--- config.mk ---
export PLATFORM = sky130hd
export DESIGN_NAME = tcb_blend
export DESIGN_NICKNAME = d
export VERILOG_FILES = /design/src/hdl/tcb_pkg.sv /design/src/hdl/tcb_blend.sv
export SDC_FILE = /design/constraint.sdc
export NUM_CORES = 1
export LEC_CHECK = 0
export BUFFER_PORTS_ARGS = -buffer_cell sky130_fd_sc_hd__buf_2
export CAP_MARGIN = 15
export CELL_PAD_IN_SITES_DETAIL_PLACEMENT = 1
export CELL_PAD_IN_SITES_GLOBAL_PLACEMENT = 1
export CORE_MARGIN = 1.5
export CORE_UTILIZATION = 33
export DETAILED_ROUTE_END_ITERATION = 8
export PLACE_DENSITY = 0.62
export SYNTH_ARGS = -nofsm -noshare
export SYNTH_HDL_FRONTEND = slang
export SYNTH_SLANG_ARGS = --single-unit
export TNS_END_PERCENT = 1
--- constraint.sdc ---
create_clock -name vclk -period 5.5
set_input_delay 0.275 -clock vclk [all_inputs]
set_output_delay 0.275 -clock vclk [all_outputs]
set_load 0.02 [all_outputs]
--- src/hdl/tcb_pkg.sv ---
// ---------------------------------------------------------------------------
// tcb_pkg
// types, codes and blend helpers shared by the cell blitter
// ---------------------------------------------------------------------------
`default_nettype none
package tcb_pkg;
   localparam logic [7:0] SPACE_CODE  = 8'h20;
   localparam logic [7:0] CORNER_CODE = 8'h2b;
   localparam logic [7:0] HORIZ_CODE  = 8'h2d;
   localparam logic [7:0] VERT_CODE   = 8'h7c;

   typedef enum logic [1:0] {
      OP_CELL = 2'd0,
      OP_FILL = 2'd1,
      OP_BOX  = 2'd2,
      OP_READ = 2'd3
   } opcode_type;

   typedef enum logic [2:0] {
      REG_CHAR_OP = 3'd0,
      REG_FG_OP   = 3'd1,
      REG_BG_OP   = 3'd2,
      REG_WR_CHAR = 3'd3,
      REG_WR_FG   = 3'd4,
      REG_WR_BG   = 3'd5
   } reg_index_type;

   localparam logic [1:0] BLEND_ADD = 2'd1;
   localparam logic [1:0] BLEND_MUL = 2'd2;

   typedef enum logic [2:0] {
      ST_CLEAR,
      ST_IDLE,
      ST_ISSUE,
      ST_READ,
      ST_WRITE,
      ST_DONE
   } state_type;

   typedef struct packed {
      logic       char_op;
      logic [1:0] fg_op;
      logic [1:0] bg_op;
      logic       wr_char;
      logic       wr_fg;
      logic       wr_bg;
   } cfg_type;

   // multiply by reciprocal of 255, one correction step
   function automatic logic [7:0] div255(input logic [15:0] p);
      logic [16:0] q;
      logic [16:0] r;
      begin
         q = {1'b0, p} + {9'd0, p[15:8]} + 17'd1;
         r = {8'd0, q[16:8]};
         div255 = r[7:0];
      end
   endfunction
endpackage
`default_nettype wire

--- src/hdl/tcb_blend.sv ---
// ---------------------------------------------------------------------------
// tcb_blend
// blends one source cell with the stored cell
// ---------------------------------------------------------------------------
`default_nettype none
module tcb_blend
   import tcb_pkg::*;
(
   input  wire cfg_type     cfg,
   input  wire logic [7:0]  src_glyph,
   input  wire logic [31:0] src_fore,
   input  wire logic [31:0] src_back,
   input  wire logic [7:0]  dst_glyph,
   input  wire logic [31:0] dst_fore,
   input  wire logic [31:0] dst_back,
   output logic      [7:0]  new_glyph,
   output logic      [31:0] new_fore,
   output logic      [31:0] new_back
);
   function automatic logic [31:0] mix(input logic [31:0] s, input logic [31:0] d,
                                       input logic [1:0] op);
      logic [31:0] res;
      logic [8:0]  sum;
      logic [15:0] prod;
      begin
         res = {s[31:24], 24'd0};
         for (int k = 0; k < 3; k++) begin
            sum  = {1'b0, s[k*8 +: 8]} + {1'b0, d[k*8 +: 8]};
            prod = s[k*8 +: 8] * d[k*8 +: 8];
            if (op == BLEND_ADD) res[k*8 +: 8] = sum[8] ? 8'hff : sum[7:0];
            else                 res[k*8 +: 8] = div255(prod);
         end
         if (op != BLEND_ADD && op != BLEND_MUL) res = s;
         mix = res;
      end
   endfunction

   always_comb begin
      new_glyph = (cfg.char_op && dst_glyph != SPACE_CODE) ? dst_glyph : src_glyph;
      new_fore  = mix(src_fore, dst_fore, cfg.fg_op);
      new_back  = mix(src_back, dst_back, cfg.bg_op);
   end
endmodule
`default_nettype wire

==> impl_summary.log <==
[metrics] setup violators final: 48
[metrics] share of cells above drive strength 1: 0.3022
[metrics] number of placed instances, taps included: 3399
[metrics] final standard cell area without fillers: 23810 sq um
[metrics] Leakage Power: 12.38 nW
[metrics] Routed Wire Length: 61.14 mm
[metrics] number of global-route vias before repair: 19120
[metrics] WHS Endpoint: new_fore[27]
[metrics] CP Class: in -> out
[metrics] CP bufs+invs: 9
[metrics] global-route wire length before repair: 99.34 mm
[metrics] Worst path most repeated cell: buf_4
[metrics] final-layout worst hold slack: 0.5500 ns
[metrics] maximum achievable frequency: 159.6 MHz
[metrics] hold path cells: 0
[metrics] Worst Path Arrival: 5.99 ns
[metrics] result of the run: finished with violations
[metrics] synthesis warning total: 0
[metrics] Iter 0 DRT Violations: ~560
[metrics] growth of design area from synthesis to finish: 35.01%
[metrics] total cell area at the placement stage: 22620 sq um
[metrics] count of input and output buffers: 173
[metrics] total of clock buffers placed in the layout: 0
[metrics] NetSw: 6.440 mW
[metrics] height of the chip: around 230 microns
[metrics] Global Route Usage Sum: 0.2245
[metrics] worst hold-check path type: in -> out
[metrics] required time worst endpoint: 5.22 ns
[metrics] total count of max-transition violations in the final report: 0
[metrics] fraction of the core area covered by cells at the end of the flow: 0.4522
[metrics] unrepaired setup endpoints after global routing: yes
[metrics] initial antenna violation count: 2
[metrics] Power per Cell Area: about 530 nW/um^2
[metrics] Worst setup EP type: primary output
[metrics] Seq pwr share: 0
[metrics] via count: 17220
[metrics] post-DR vias/cell: 5.039
[metrics] post-layout instance count excluding filler cells: 3417
[metrics] synthesized netlist cell count: 2145
[metrics] total chip power: 12.53 mW
[metrics] P_int: between 6 and 7 mW
[metrics] hold buffers post-CTS: 0
[metrics] Largest stage delay, worst path: 0.51 ns
[metrics] part of the total power dissipated in combinational logic: 1.000
[metrics] Setup TNS: -29.40 ns
[metrics] Layout fillers: 6335
[metrics] FF+latch count: 0
[metrics] Die Area: about 55000 sq um
[metrics] worst slew pin tran: approximately 0.80 ns
[metrics] number of nets in the final layout: between 3000 and 4000
[metrics] number of antenna-violating nets in the routed design: 0
[metrics] worst slew margin relative to its limit: 0.4595
[metrics] Crit-path slowest cell: fa_1
[metrics] sw frac: 0.5141
[metrics] fraction of synthesized cell area taken by the top area cell type: 0.2520
[metrics] worst-path fanout max: 7
[metrics] clock network fraction of total power: 0
[metrics] net count after synthesis: between 2000 and 3000
[metrics] largest net degree at the start of global routing: 39
[metrics] I/O pin count: around 220
[metrics] number of distinct library cell variants in the gate-level netlist after synthesis: 92
[metrics] sequential cell area fraction in the yosys report: 0
[metrics] worst ir drop on vdd: roughly 260 uV
[metrics] Post-Syn Area: 17640 sq um
[metrics] Die X-Extent: 234.2 microns
[metrics] min cycle time layout: 6.267 ns
[metrics] Congestion Overflow GR: 0
[metrics] worst setup timing slack at the placement stage: -1.166 ns
[metrics] count of final hold-check violations: 0
[metrics] category of the worst setup path launch point: input port
[metrics] starting utilization of the core area: 0.3350
[metrics] number of detailed-routing iterations run before antenna repair: 7
[metrics] FF+latch area: 0 sq um
[metrics] kind of cell with the highest combined delay on the critical path: adder cells
[metrics] number of cell rows: 84
[metrics] minimum setup slack in the final design: -0.7671 ns
[metrics] GP Congestion: 0.8898
[metrics] leading cell types in the layout, fill and taps excluded: buf_4 (493), inv_1 (363), ha_1 (282)
[metrics] Final HPWL DP: 54.06 mm
[metrics] core area: between 50000 and 60000 sq um
[metrics] dominant cell type by area after synthesis: fa_1
[metrics] number of maximum-capacitance violations: 0
[metrics] portion of the clock cycle consumed by the worst path in the final layout: 1.139
[metrics] violations in the final reports: negative setup slack
[metrics] startpoint of the lowest-slack hold path: src_fore[27]
[metrics] WL per Instance: 17.89 microns
[metrics] area occupied by multi-input gates: approximately 17000 sq um
[metrics] synthesized area divided by synthesized cell count: just over 8 sq um
[metrics] ranking of synthesized cells by area: fa_1 (25%), ha_1 (22%), and2_1 (10%), inv_1 (7.9%), xnor2_1 (4.1%)
[metrics] count of unresolved DRC violations after routing: 0
[metrics] most common cell after layout, fill and taps aside: buf_4
power by group through the flow:
| stage | sequential, mW | combinational (mW) | clock (mW) |
|---|---|---|---|
| 2_1_floorplan | 0 | 6.54 | 0 |
| 3_5_place_dp | 0 | 11.1 | 0 |
| 4_1_cts | 0 | 12.2 | 0 |
| 6_report | 0 | 12.5 | 0.0000000490 |
| 3_3_place_gp | 0 | 10.7 | 0 |
| 5_1_grt | 0 | 13.7 | 0.0000000489 |
logic make-up (layout without fill, tap and decap cells):
group                      count (synthesis)  after routing  synth area share
other                                      0              2                 0
buffers and inverters                    408            990           0.09066
AOI/OAI and AO/OA                        391            391            0.1545
and+or+nand+nor                          674            674            0.2082
adders and majority gates                531            531            0.4711
xor gates and xnor gates                 135            135           0.07200
muxes                                      6              6          0.003547
per-layer routing:
metal,up-vias,global-route usage,share of wire
met5,-,0,0
met3,52,0.009849,0.024
li1,8310,-,-
met4,0,0.03886,0.019
met1,8622,0.3076,0.47
met2,234,0.3938,0.49
cell type report:
class | instances | share of cell area
diodes | 2 | 0.0002102
inverters | 372 | 0.05874
multi-input cells | 1737 | 0.7179
well taps | 688 | 0.03615
repair buffers | 618 | 0.1870
cells in the mapped netlist (4+ instances only):
| master | instances |
|---|---|
| nand2b_1 | 6 |
| a211oi_1 | 11 |
| and4_1 | 6 |
| a31oi_1 | 11 |
| nor3b_1 | 6 |
| a221oi_1 | 13 |
| and2_1 | 281 |
| a222oi_1 | 5 |
| xnor2_1 | 82 |
| inv_1 | 372 |
| xnor3_1 | 5 |
| nor2_1 | 84 |
| fa_1 | 222 |
| nor4_1 | 5 |
| nand2_1 | 139 |
| or3_1 | 18 |
| and3_1 | 17 |
| o21ai_0 | 73 |
| o221ai_1 | 10 |
| a21oi_1 | 98 |
| clkbuf_1 | 18 |
| or4_1 | 4 |
| o22ai_1 | 9 |
| nand4_1 | 11 |
| o21a_1 | 17 |
| or2_2 | 11 |
| nand3_1 | 28 |
| ha_1 | 308 |
| mux2i_1 | 4 |
| nor2b_1 | 12 |
| a21o_1 | 43 |
| o31a_1 | 5 |
| a211o_1 | 5 |
| buf_4 | 16 |
| o2111ai_1 | 4 |
| o31ai_1 | 5 |
| nor3_1 | 29 |
| xor2_1 | 47 |
| o211ai_1 | 14 |
| o21bai_1 | 15 |
how the worst max path moves through the flow:
stage                       startpoint      endpoint  slack [ns]  cells after the start
final                      dst_back[3]   new_back[3]       -0.77                     27
after global routing      dst_fore[11]  new_fore[14]       -0.99                     27
after CTS                  dst_back[2]   new_back[3]       -0.79                     27
after detailed placement  dst_back[10]  new_back[15]       -1.17                     26
after global placement    dst_back[10]  new_back[15]       -1.09                     26
after floorplan            src_back[2]   new_back[0]       -0.35                     23
what timing repair did:
item                                    4_1_cts  5_1_grt
setup buffers                                13        3
endpoints found under the setup margin       48       48
gates resized for setup                     188       48
pin swaps                                    92       48
gates cloned                                  0        0
No activity file was read; power rests on OpenSTA's default activity.
